===== src/rtl/gra_pkg.sv =====
`timescale 1ns / 1ps
`default_nettype none

package gra_pkg;

  // Field widths
  localparam int GRA_SAMPLE_W   = 16;
  localparam int GRA_BIAS_W     = 24;
  localparam int GRA_DEADBAND_W = 15;
  localparam int GRA_FRAC_W     = 8;
  localparam int GRA_QUOT_W     = 16;  // integer part of the average, up to 32768
  localparam int GRA_PITCH_W    = 24;
  localparam int GRA_YAW_W      = 25;

  // Configuration port
  localparam int GRA_ADDR_W = 4;
  localparam int GRA_DATA_W = 32;

  // Defaults
  localparam int GRA_WINDOW_LEN = 8;
  localparam logic [GRA_DEADBAND_W-1:0] GRA_DEADBAND_RST = 15'd10;

  // Saturation limits of a debiased sample
  localparam logic signed [GRA_SAMPLE_W-1:0] GRA_SAMPLE_MAX = 16'sh7fff;
  localparam logic signed [GRA_SAMPLE_W-1:0] GRA_SAMPLE_MIN = 16'sh8000;

  // Register map (word index)
  typedef enum logic [1:0] {
    REG_PITCH_BIAS = 2'd0,
    REG_YAW_BIAS   = 2'd1,
    REG_DEADBAND   = 2'd2,
    REG_AXIS_SEL   = 2'd3
  } reg_idx_t;

  // Load enables of the averaging stages
  typedef struct packed {
    logic s3;
    logic s4;
    logic s5;
    logic s6;
  } avg_en_t;

  // Unsigned average split into integer and fraction, plus sign of the sum
  typedef struct packed {
    logic                  neg;
    logic [GRA_QUOT_W-1:0] quot;
    logic [GRA_FRAC_W-1:0] frac;
  } avg_res_t;

endpackage

`default_nettype wire


===== src/rtl/gra_debias.sv =====
`timescale 1ns / 1ps
`default_nettype none

module gra_debias
  import gra_pkg::*;
(
  input  wire logic signed [GRA_SAMPLE_W-1:0] sample,
  input  wire logic signed [GRA_BIAS_W-1:0]   bias,
  output logic signed [GRA_SAMPLE_W-1:0]      result
);

  logic signed [GRA_BIAS_W:0]   diff;
  logic signed [GRA_SAMPLE_W:0] quot;

  // Q8 difference, sample scaled up by 256
  assign diff = $signed({sample[GRA_SAMPLE_W-1], sample, 8'b0})
              - $signed({bias[GRA_BIAS_W-1], bias});

  // Drop fraction toward zero: floor, plus one for a negative value with a fraction
  assign quot = $signed(diff[GRA_BIAS_W:GRA_FRAC_W])
              + $signed({{GRA_SAMPLE_W{1'b0}}, (diff[GRA_BIAS_W] && (|diff[GRA_FRAC_W-1:0]))});

  // Clamp to 16 bits
  always_comb begin
    if (quot[GRA_SAMPLE_W] != quot[GRA_SAMPLE_W-1]) begin
      result = quot[GRA_SAMPLE_W] ? GRA_SAMPLE_MIN : GRA_SAMPLE_MAX;
    end else begin
      result = quot[GRA_SAMPLE_W-1:0];
    end
  end

endmodule

`default_nettype wire


===== src/rtl/gra_window.sv =====
`timescale 1ns / 1ps
`default_nettype none

module gra_window
  import gra_pkg::*;
#(
  parameter int WINDOW_LEN = GRA_WINDOW_LEN,
  parameter int SUM_W      = GRA_SAMPLE_W + $clog2(WINDOW_LEN)
) (
  input  wire logic                           clk,
  input  wire logic                           rst,
  input  wire logic                           shift_en,
  input  wire logic signed [GRA_SAMPLE_W-1:0] sample,
  output logic signed [SUM_W-1:0]             sum
);

  logic signed [GRA_SAMPLE_W-1:0] taps [WINDOW_LEN];
  logic signed [SUM_W-1:0]        add_ext;
  logic signed [SUM_W-1:0]        sub_ext;
  logic signed [SUM_W-1:0]        sum_next;

  // Running sum: add the newest sample, drop the oldest tap
  assign add_ext  = SUM_W'(sample);
  assign sub_ext  = SUM_W'(taps[WINDOW_LEN-1]);
  assign sum_next = sum + add_ext - sub_ext;

  // Shift line holding the last WINDOW_LEN samples
  always_ff @(posedge clk) begin
    if (rst) begin
      for (int i = 0; i < WINDOW_LEN; i++) begin
        taps[i] <= '0;
      end
      sum <= '0;
    end else if (shift_en) begin
      taps[0] <= sample;
      for (int i = 1; i < WINDOW_LEN; i++) begin
        taps[i] <= taps[i-1];
      end
      sum <= sum_next;
    end
  end

endmodule

`default_nettype wire


===== src/rtl/gra_avg.sv =====
`timescale 1ns / 1ps
`default_nettype none

module gra_avg
  import gra_pkg::*;
#(
  parameter int WINDOW_LEN = GRA_WINDOW_LEN,
  parameter int SUM_W      = GRA_SAMPLE_W + $clog2(WINDOW_LEN)
) (
  input  wire logic                    clk,
  input  wire avg_en_t                 en,
  input  wire logic signed [SUM_W-1:0] sum,
  output avg_res_t                     res
);

  // Reciprocal constants: floor(x / N) = (x * R) >> S, exact for x below 2^k
  // with S = k + clog2(N) and R = ceil(2^S / N).
  localparam int     LOG_N = $clog2(WINDOW_LEN);
  localparam int     S1    = SUM_W + LOG_N;
  localparam longint R1    = ((64'sd1 <<< S1) + WINDOW_LEN - 1) / WINDOW_LEN;
  localparam int     X2_W  = LOG_N + GRA_FRAC_W;
  localparam int     S2    = X2_W + LOG_N;
  localparam longint R2    = ((64'sd1 <<< S2) + WINDOW_LEN - 1) / WINDOW_LEN;
  localparam int     P1_W  = SUM_W + S1;
  localparam int     P2_W  = X2_W + S2;

  localparam logic [S1-1:0]    RECIP1 = S1'(R1);
  localparam logic [S2-1:0]    RECIP2 = S2'(R2);
  localparam logic [SUM_W-1:0] DIVISOR = SUM_W'(WINDOW_LEN);

  logic                  neg3, neg4, neg5, neg6;
  logic [SUM_W-1:0]      mag3, mag4;
  logic [GRA_QUOT_W-1:0] quot4, quot5, quot6;
  logic [LOG_N-1:0]      rem5;
  logic [GRA_FRAC_W-1:0] frac6;

  logic [SUM_W-1:0]      mag_next;
  logic [P1_W-1:0]       prod1;
  logic [SUM_W-1:0]      rem_full;
  logic [X2_W-1:0]       rem_scaled;
  logic [P2_W-1:0]       prod2;

  // Stage 3: sign and magnitude of the window sum
  assign mag_next = sum[SUM_W-1] ? SUM_W'(-sum) : SUM_W'(sum);

  always_ff @(posedge clk) begin
    if (en.s3) begin
      neg3 <= sum[SUM_W-1];
      mag3 <= mag_next;
    end
  end

  // Stage 4: integer quotient by reciprocal multiply
  assign prod1 = P1_W'(mag3) * P1_W'(RECIP1);

  always_ff @(posedge clk) begin
    if (en.s4) begin
      neg4  <= neg3;
      mag4  <= mag3;
      quot4 <= prod1[S1 +: GRA_QUOT_W];
    end
  end

  // Stage 5: remainder
  assign rem_full = mag4 - SUM_W'(quot4) * DIVISOR;

  always_ff @(posedge clk) begin
    if (en.s5) begin
      neg5  <= neg4;
      quot5 <= quot4;
      rem5  <= rem_full[LOG_N-1:0];
    end
  end

  // Stage 6: eight fraction bits from remainder * 256 / N
  assign rem_scaled = {rem5, {GRA_FRAC_W{1'b0}}};
  assign prod2      = P2_W'(rem_scaled) * P2_W'(RECIP2);

  always_ff @(posedge clk) begin
    if (en.s6) begin
      neg6  <= neg5;
      quot6 <= quot5;
      frac6 <= prod2[S2 +: GRA_FRAC_W];
    end
  end

  assign res.neg  = neg6;
  assign res.quot = quot6;
  assign res.frac = frac6;

endmodule

`default_nettype wire


===== src/rtl/gyro_rate_moving_average_top.sv =====
// Throughput: one request per cycle while out_stall is low; seven pipeline stages,
// each with its own valid bit, so a stalled result holds only the stages behind it
// that are full.
// Reset (synchronous, rst high): clears the sample windows, running sums and valid
// bits; biases and axis select go to 0, deadband to 10.
`timescale 1ns / 1ps
`default_nettype none

module gyro_rate_moving_average_top
  import gra_pkg::*;
#(
  parameter int WINDOW_LEN = GRA_WINDOW_LEN
) (
  input  wire logic                           clk,
  input  wire logic                           rst,

  input  wire logic                           in_valid,
  output logic                                in_stall,
  input  wire logic signed [GRA_SAMPLE_W-1:0] rate_x,
  input  wire logic signed [GRA_SAMPLE_W-1:0] rate_y,
  input  wire logic signed [GRA_SAMPLE_W-1:0] rate_z,

  output logic                                out_valid,
  input  wire logic                           out_stall,
  output logic signed [GRA_YAW_W-1:0]         yaw_rate,
  output logic signed [GRA_PITCH_W-1:0]       pitch_rate,

  input  wire logic                           psel,
  input  wire logic                           penable,
  input  wire logic                           pwrite,
  input  wire logic [GRA_ADDR_W-1:0]          paddr,
  input  wire logic [GRA_DATA_W-1:0]          pwdata,
  output logic [GRA_DATA_W-1:0]               prdata,
  output logic                                pready
);

  localparam int SUM_W = GRA_SAMPLE_W + $clog2(WINDOW_LEN);
  localparam logic signed [SUM_W-1:0] SUM_MAX = SUM_W'(32767 * WINDOW_LEN);
  localparam logic signed [SUM_W-1:0] SUM_MIN = SUM_W'(-32768 * WINDOW_LEN);

  // Configuration registers
  logic signed [GRA_BIAS_W-1:0] pitch_bias;
  logic signed [GRA_BIAS_W-1:0] yaw_bias;
  logic [GRA_DEADBAND_W-1:0]    deadband;
  logic                         pitch_axis_sel;

  reg_idx_t reg_idx;
  logic     cfg_wr;

  // Pipeline control, stage 1 through 7 (7 is the output register)
  logic [7:1] vld;
  logic [8:1] rdy;

  logic signed [GRA_SAMPLE_W-1:0] pitch_raw;
  logic signed [GRA_SAMPLE_W-1:0] pitch_db;
  logic signed [GRA_SAMPLE_W-1:0] yaw_db;
  logic signed [GRA_SAMPLE_W-1:0] s1_pitch;
  logic signed [GRA_SAMPLE_W-1:0] s1_yaw;

  logic signed [SUM_W-1:0] pitch_sum;
  logic signed [SUM_W-1:0] yaw_sum;
  logic                    shift_en;

  avg_en_t  avg_en;
  avg_res_t pitch_res;
  avg_res_t yaw_res;

  logic [GRA_YAW_W-1:0] pitch_mag;
  logic [GRA_YAW_W-1:0] yaw_mag;
  logic                 pitch_zero;
  logic                 yaw_zero;

  // APB register access
  assign pready  = 1'b1;
  assign reg_idx = reg_idx_t'(paddr[3:2]);
  assign cfg_wr  = psel && penable && pwrite && pready;

  always_ff @(posedge clk) begin
    if (rst) begin
      pitch_bias     <= '0;
      yaw_bias       <= '0;
      deadband       <= GRA_DEADBAND_RST;
      pitch_axis_sel <= 1'b0;
    end else if (cfg_wr) begin
      case (reg_idx)
        REG_PITCH_BIAS: pitch_bias     <= pwdata[GRA_BIAS_W-1:0];
        REG_YAW_BIAS:   yaw_bias       <= pwdata[GRA_BIAS_W-1:0];
        REG_DEADBAND:   deadband       <= pwdata[GRA_DEADBAND_W-1:0];
        REG_AXIS_SEL:   pitch_axis_sel <= pwdata[0];
        default: ;
      endcase
    end
  end

  always_comb begin
    case (reg_idx)
      REG_PITCH_BIAS: prdata = {{(GRA_DATA_W-GRA_BIAS_W){pitch_bias[GRA_BIAS_W-1]}}, pitch_bias};
      REG_YAW_BIAS:   prdata = {{(GRA_DATA_W-GRA_BIAS_W){yaw_bias[GRA_BIAS_W-1]}}, yaw_bias};
      REG_DEADBAND:   prdata = {{(GRA_DATA_W-GRA_DEADBAND_W){1'b0}}, deadband};
      REG_AXIS_SEL:   prdata = {{(GRA_DATA_W-1){1'b0}}, pitch_axis_sel};
      default:        prdata = '0;
    endcase
  end

  // Ready chain: a stage loads when empty or when the next one loads
  always_comb begin
    rdy[8] = !out_stall;
    for (int i = 7; i >= 1; i--) begin
      rdy[i] = !vld[i] || rdy[i+1];
    end
  end

  assign in_stall = !rdy[1];

  always_ff @(posedge clk) begin
    if (rst) begin
      vld <= '0;
    end else begin
      if (rdy[1]) begin
        vld[1] <= in_valid;
      end
      for (int i = 2; i <= 7; i++) begin
        if (rdy[i]) begin
          vld[i] <= vld[i-1];
        end
      end
    end
  end

  assign out_valid = vld[7];

  // Stage 1: axis select and bias removal
  assign pitch_raw = pitch_axis_sel ? rate_y : rate_x;

  gra_debias u_pitch_debias (
    .sample (pitch_raw),
    .bias   (pitch_bias),
    .result (pitch_db)
  );

  gra_debias u_yaw_debias (
    .sample (rate_z),
    .bias   (yaw_bias),
    .result (yaw_db)
  );

  always_ff @(posedge clk) begin
    if (rdy[1]) begin
      s1_pitch <= pitch_db;
      s1_yaw   <= yaw_db;
    end
  end

  // Stage 2: window shift and running sums
  assign shift_en = rdy[2] && vld[1];

  gra_window #(
    .WINDOW_LEN (WINDOW_LEN),
    .SUM_W      (SUM_W)
  ) u_pitch_window (
    .clk      (clk),
    .rst      (rst),
    .shift_en (shift_en),
    .sample   (s1_pitch),
    .sum      (pitch_sum)
  );

  gra_window #(
    .WINDOW_LEN (WINDOW_LEN),
    .SUM_W      (SUM_W)
  ) u_yaw_window (
    .clk      (clk),
    .rst      (rst),
    .shift_en (shift_en),
    .sample   (s1_yaw),
    .sum      (yaw_sum)
  );

  // Stages 3 to 6: divide by the window length
  assign avg_en.s3 = rdy[3];
  assign avg_en.s4 = rdy[4];
  assign avg_en.s5 = rdy[5];
  assign avg_en.s6 = rdy[6];

  gra_avg #(
    .WINDOW_LEN (WINDOW_LEN),
    .SUM_W      (SUM_W)
  ) u_pitch_avg (
    .clk (clk),
    .en  (avg_en),
    .sum (pitch_sum),
    .res (pitch_res)
  );

  gra_avg #(
    .WINDOW_LEN (WINDOW_LEN),
    .SUM_W      (SUM_W)
  ) u_yaw_avg (
    .clk (clk),
    .en  (avg_en),
    .sum (yaw_sum),
    .res (yaw_res)
  );

  // Stage 7: deadband, sign, yaw negation
  assign pitch_zero = pitch_res.quot < {1'b0, deadband};
  assign yaw_zero   = yaw_res.quot < {1'b0, deadband};
  assign pitch_mag  = pitch_zero ? '0 : {1'b0, pitch_res.quot, pitch_res.frac};
  assign yaw_mag    = yaw_zero ? '0 : {1'b0, yaw_res.quot, yaw_res.frac};

  always_ff @(posedge clk) begin
    if (rdy[7]) begin
      pitch_rate <= pitch_res.neg ? GRA_PITCH_W'(-pitch_mag) : GRA_PITCH_W'(pitch_mag);
      yaw_rate   <= yaw_res.neg ? yaw_mag : -yaw_mag;
    end
  end

  // Checks
  property p_pitch_sum_range;
    @(posedge clk) disable iff (rst)
      (pitch_sum <= SUM_MAX) && (pitch_sum >= SUM_MIN);
  endproperty
  a_pitch_sum_range: assert property (p_pitch_sum_range)
    else $error("pitch window sum out of range");

  property p_yaw_sum_range;
    @(posedge clk) disable iff (rst)
      (yaw_sum <= SUM_MAX) && (yaw_sum >= SUM_MIN);
  endproperty
  a_yaw_sum_range: assert property (p_yaw_sum_range)
    else $error("yaw window sum out of range");

  property p_quot_range;
    @(posedge clk) disable iff (rst)
      vld[6] |-> ((pitch_res.quot <= 16'd32768) && (yaw_res.quot <= 16'd32768));
  endproperty
  a_quot_range: assert property (p_quot_range)
    else $error("average quotient out of range");

  property p_full_stall;
    @(posedge clk) disable iff (rst)
      ((&vld) && out_stall) |-> in_stall;
  endproperty
  a_full_stall: assert property (p_full_stall)
    else $error("request taken while pipeline full and output stalled");

endmodule

`default_nettype wire

===== config.mk =====
export PLATFORM = sky130hd
export DESIGN_NAME = gyro_rate_moving_average_top
export DESIGN_NICKNAME = d
export VERILOG_FILES = /design/src/rtl/gra_pkg.sv /design/src/rtl/gra_debias.sv /design/src/rtl/gra_window.sv /design/src/rtl/gra_avg.sv /design/src/rtl/gyro_rate_moving_average_top.sv
export SDC_FILE = /design/constraint.sdc
export NUM_CORES = 1
export LEC_CHECK = 0
export ABC_AREA = 1
export BUFFER_PORTS_ARGS = -buffer_cell sky130_fd_sc_hd__buf_2
export CAP_MARGIN = 40
export CORE_MARGIN = 10
export CORE_UTILIZATION = 35
export CTS_CLUSTER_SIZE = 24
export DETAILED_ROUTE_END_ITERATION = 16
export HOLD_SLACK_MARGIN = 0.1
export PLACE_DENSITY = 0.54
export SYNTH_ARGS = -nofsm -noshare
export SYNTH_HDL_FRONTEND = slang
export SYNTH_SLANG_ARGS = --single-unit

===== constraint.sdc =====
create_clock -name clk -period 13.6 [get_ports clk]
set_input_delay 0.68 -clock clk [delete_from_list [all_inputs] [get_ports clk]]
set_output_delay 0.68 -clock clk [all_outputs]
set_load 0.005 [all_outputs]

Word-level counts from Yosys, hierarchy flattened
Memories as Yosys holds them, arrays and structs flattened.
Cells that the tools add are included.

word-level totals
  bits in registers = 350
  bits in latches = 0
  RAM bits = 256
  memory bits (read-only) = 0
  input bits = 91
  logic and storage cells = 141
  memories kept = 2

cells by class
  add/subtract/negate cells = 14
  multipliers = 0
  divide/modulo/power cells = 0
  $lt $le $gt $ge = 2
  equality and inequality tests = 5
  shift operators = 0
  muxes and demuxes = 33
  bitwise operators = 16
  reduce and logical (&&, ||, !) cells = 28

memories
  memory               words  width  read ports  clocked after memory_dff  write ports  line              text
  u_pitch_window.taps  8      16     8           0                         8            gra_window.sv:17  logic signed [GRA_SAMPLE_W-1:0] taps [WINDOW_LEN];
  u_yaw_window.taps    8      16     8           0                         8            gra_window.sv:17

operators with widths
  operator                                          number
  two-way mux 16 bit                                21
  one-hot mux 32 bit (4 select lines)               1
  two-way mux 24 bit                                3
  subtractor 24 x 24 -> 25 bit                      2
  adder 19 x 16 -> 19 bit                           2
  negator 19 bit                                    2
  subtractor 19 x 16 -> 19 bit                      2
  two-way mux 18 bit                                2
  adder 17 x 2 -> 17 bit                            2
  < comparator 16 x 15 -> 1 bit                     2
  two-way mux 25 bit                                1
  negator 24 -> 25 bit                              1
  negator 24 bit                                    1
  bitwise OR 1 bit                                  16
  OR reduction 8 bit                                2
  zero test 1 bit                                   9
  AND reduction 2 bit                               4
  logical OR 1 bit                                  7
  subtractor 3 x 1 -> 3 bit, second input constant  2
  logical AND 1 bit                                 5
  two-way mux 1 bit                                 5
  == test 2 bit, second input constant              2
  == test 2 x 1 -> 1 bit, second input constant     1
  zero test 2 bit                                   1
  inequality test 1 bit                             2

Logic depth before layout (Yosys ltp)
  depth in word-level cells = 12
  depth in mapped cells = 27
  mapped depth without buffers = 25

Cells and area by module
A second synthesis with hierarchy kept.

unflattened totals
  cell total of the unflattened synthesis = 3647
  area, all modules = 32240.9 µm²

modules (own cells, without submodules)
  module                        times used  cells each  area each (µm²)
  gyro_rate_moving_average_top  1           936         7908.8
  gra_window at u_pitch_window  1           734         7058.0
  gra_window at u_yaw_window    1           734         7046.8
  gra_avg                       2           186         2965.3
  gra_debias at u_pitch_debias  1           437         2188.3
  gra_debias at u_yaw_debias    1           434         2108.3

Least setup slack after synthesis
No wires, ideal clock.

  kind = in2reg
  start point = in out_stall
  end point = mem u_pitch_window.taps[0][0], enable pin
  data arrival time = 11.417 ns
  slack = 1.463 ns
  stages on the path = 11
  cell sequence = nand2_1 nor2_1 inv_1 nor2_1 nand2_1 nor2_1 nand2_1 nand2_1 nand2_1 clkbuf_1 clkbuf_1

RTL lines
  item         line                                text
  from (decl)  gyro_rate_moving_average_top.sv:24  input wire logic out_stall,
  to (decl)    gra_window.sv:17

Worst setup path after layout
  start point = reg pitch_axis_sel
  end point = reg s1_pitch[12], data pin

on the way
  word-level cells in the longest chain between the ends = 6

ends and longest elaborated chain
  item                                                         line                                 text
  from (decl)                                                  gyro_rate_moving_average_top.sv:45   logic pitch_axis_sel;
  from (signal assigned)                                       gyro_rate_moving_average_top.sv:89   REG_AXIS_SEL: pitch_axis_sel <= pwdata[0];
  two-way mux 16 bit *                                         gyro_rate_moving_average_top.sv:133  assign pitch_raw = pitch_axis_sel ? rate_y : rate_x;
  subtractor 24 x 24 -> 25 bit *                               gra_debias.sv:17                     - $signed({bias[GRA_BIAS_W-1], bias});
  logical AND 1 bit                                            gra_debias.sv:21                     + $signed({{GRA_SAMPLE_W{1'b0}}, (diff[GRA_BIAS_W] && (|diff[GRA_FRAC_W-1:0]))});
  adder 17 x 2 -> 17 bit *                                     gra_debias.sv:21
  two-way mux 16 bit or inequality test 1 bit (tied branches)  gra_debias.sv:26, gra_debias.sv:25
  two-way mux 16 bit *                                         gra_debias.sv:25                     if (quot[GRA_SAMPLE_W] != quot[GRA_SAMPLE_W-1]) begin
  net pitch_db[12]                                             gyro_rate_moving_average_top.sv:55   logic signed [GRA_SAMPLE_W-1:0] pitch_db;
  to (signal assigned)                                         gyro_rate_moving_average_top.sv:149  s1_pitch <= pitch_db;
  to (decl)                                                    gyro_rate_moving_average_top.sv:57   logic signed [GRA_SAMPLE_W-1:0] s1_pitch;

The timed path passes the listed nets; every way through them passes the cells marked *.
A chain may end at the register's enable or synchronous reset.

==> metrics.yaml <==
run_status:
  outcome: "completed"
placed_design:
  post-dp-hpwl_um: 48100
  dpl_cell_area_um2: 31800
  port_buffers: 153
  place_congestion: 0.889
setup_path:
  crit_arrival_ps: 4840
  cp.required_ps: 13920
  critPathMaxFanout: 18
  crit_path_end_kind: "register"
  rr_startpoint: "pitch_axis_sel"
  crit_start: "pitch_axis_sel"
  timing_worst_setup_path_type: "register to register"
  startpoint_type: "register"
routing:
  wirelength_um: 65000
  dr_total_vias: 20100
  final_antenna_net_count: 0
  drc: 0
  first_pass_iters: 5
  dr.first_iter.drc_count: 1304
  viasPerCell: 4.49
  wl_per_cell_um: 14.5
clock_network:
  htree_levels: 3
  cts_hold_buf: 0
  cts_sinks: 596
  clk_pin_slew_ps: 60
  clk_latency_ps: 590
  tritoncts: "yes"
  cts_buffer_depth: 3
  cts_setup_buffers: 0
  cts_buffers: 67
  cts.repair.resized: 0
  cts_root_buf: "clkbuf_16"
timing:
  maxSlewHeadroom: 0.379
  post-route-period-util: 0.332
  finClkSkew_ps: 24.0
  finalSetupTns_ps: 0
  fmax_mhz: 221
  grt_setup_unrepaired: "false"
  hold_viol: 0
  slew_violations: 0
  setup_viol: 0
  tightestPinTransition_ps: 931
  whs_ps: 338
  finalCriticalPeriod_ps: 4520
yosys:
  synth-edff-count: 487
  synthCells: 3132
  synth_warnings: 0
  async_flop_share: 0
  avgSynthCellArea_um2: 9.54
  syn-cell-area_um2: 29900
  synthDistinctLibCells: 52
  synth-seq-cells: 596
  synth-seq-area-share: 0.563
  synthFlopType: "edfxtp_1"
hold_path:
  holdCritStartpoint: "in_valid"
  min_path_type: "input port to register"
pwr:
  p_leak_nw: 15.2
  peakVddDrop_mv: 0.126
  p_per_area_nw_per_um2: 180
  p_total_mw: 6.11
cells_and_area:
  multi_input_area_um2: 10300
  final_cell_mix: "inv_1 (591), nand2_1 (513), edfxtp_1 (487), nor2_1 (393), a21oi_1 (169)"
  antenna_cells: 0
  regArea_um2: 16800
  final_common_cell: "inv_1"
  fillers: 8454
  drive_gt1_frac: 0.119
  final_nets: 3523
  area_delta_synth_final_pct: 13.9
  postLayoutCellArea_um2: 34000
floorplanning:
  start_util: 0.352
  fp-row-count: 107
  die_height_um: 312
  core_area_um2: 84900
  fp.dieArea_um2: 97400
  io_pins: 175
  die_x_um: 312
global_routing:
  antenna_found_initial: 0
  grt_max_degree: 163
  grt_usage: 0.132
  grt_overflow_total: 0
  grt_pass1_vias: 19500
  grt_pass1_wl_um: 104000
job:
  drv_cap: 0
==> power breakdown <==
part	leakage [nW]	total, mW	switching (mW)	internal, mW
combinational	7.79	1.81	1.18	0.637
sequential	6.31	2.50	0.137	2.36
clock	1.07	1.80	0.718	1.08
total	15.2	6.11	2.03	4.08
==> cells by family after synthesis <==
logic type	count (synthesis)	share of synthesized area
AND/OR/NAND/NOR	1165	0.168
AO/OA/AOI/OAI	411	0.0744
adder cells (fa/ha/maj)	145	0.0698
buffers and inverters	710	0.0935
multiplexers	16	0.00603
XOR/XNOR	87	0.0255
other	2	0.000251
flip-flops	596	0.563
==> per-stage QoR <==
| step | util | instances | setup slack (ps) |
|---|---|---|---|
| after CTS | 0.401 | 4482 | 9040 |
| after detailed placement | 0.375 | 4362 | 8940 |
| after global routing | 0.401 | 4482 | 8670 |
| after global placement | 0.374 | 4359 | 8580 |
| final | 0.401 | 4482 | 9080 |
| after floorplan | - | 3141 | 1460 |
==> path summary, 6_finish.rpt <==
kind,to,slack (ps),cells after the start
max,s1_pitch[12],9080,24
min,vld[1],340,3
max reg2reg,s1_pitch[12],9080,24
min reg2reg,u_pitch_avg.quot5[4],400,0
==> area by class of cell <==
class | count | share of cell area
Inverter | 618 | 0.0683
Timing Repair Buffer | 169 | 0.0282
Sequential cell | 596 | 0.494
Tap cell | 1144 | 0.0421
Multi-Input combinational cell | 1835 | 0.303
Clock inverter | 34 | 0.0115
Clock buffer | 86 | 0.0532
==> critical path, cell delays in order (launching register included) <==
cell,delay (ps)
dfxtp_1,880
mux2_2,440
ha_1,320
a21oi_1,230
inv_1,100
a21oi_2,150
nand2_2,100
nand2_2,80
nand2_2,50
nand2_1,70
nand2_1,50
nand2_1,60
nand2_1,160
nor2_1,140
ha_1,180
ha_1,160
inv_1,50
nor2_2,150
nand2_2,110
nor2_4,190
nand4_4,150
nand2_4,110
nand2_4,140
nand2_2,80
nand2_1,80
==> synthesized netlist by cell type, drive strengths merged (3+ instances only) <==
cell type	instances	area share
buf	47	0.010
nand3	104	0.018
xnor2	22	0.0065
clkbuf	45	0.0057
xor2	65	0.019
dfxtp	109	0.073
mux2	16	0.0060
and2	7	0.0015
o21ai	172	0.029
o31ai	12	0.0030
nand2	558	0.074
a31oi	5	0.0010
a211oi	4	0.0010
nor3	30	0.0057
nand3b	8	0.0020
fa	36	0.024
edfxtp	487	0.49
nor4	3	0.00063
o22ai	23	0.0048
inv	613	0.077
clkinv	5	0.00063
o221ai	14	0.0041
ha	109	0.046
a21oi	171	0.029
nand4	30	0.0075
nor2	422	0.057
==> registers in the layout (all words and copies together), names as in the netlist, 16 cells and up <==
| name | flops |
|---|---|
| u_pitch_avg.quot4 | 16 |
| pitch_rate | 19 |
| u_pitch_window.taps | 128 |
| yaw_rate | 20 |
| yaw_bias | 24 |
| u_yaw_avg.mag3 | 19 |
| u_yaw_avg.quot6 | 16 |
| u_yaw_avg.quot5 | 16 |
| u_yaw_window.taps | 128 |
| u_pitch_avg.quot5 | 16 |
| u_yaw_window.sum | 19 |
| u_pitch_avg.mag3 | 19 |
| u_pitch_window.sum | 19 |
| u_yaw_avg.quot4 | 16 |
| u_pitch_avg.quot6 | 16 |
| s1_pitch | 16 |
| pitch_bias | 24 |
| s1_yaw | 16 |
==> metal layers <==
metal / wire (um) / GRT usage / part of all wire / vias to the layer above
li1: - / - / - / 10400
met1: 29800 / 0.170 / 0.46 / 9303
met2: 30800 / 0.221 / 0.47 / 310
met3: 2470 / 0.0193 / 0.038 / 88
met4: 2000 / 0.0508 / 0.031 / 0
met5: 0 / 0 / 0 / -
(Power assumes the default switching activity.)
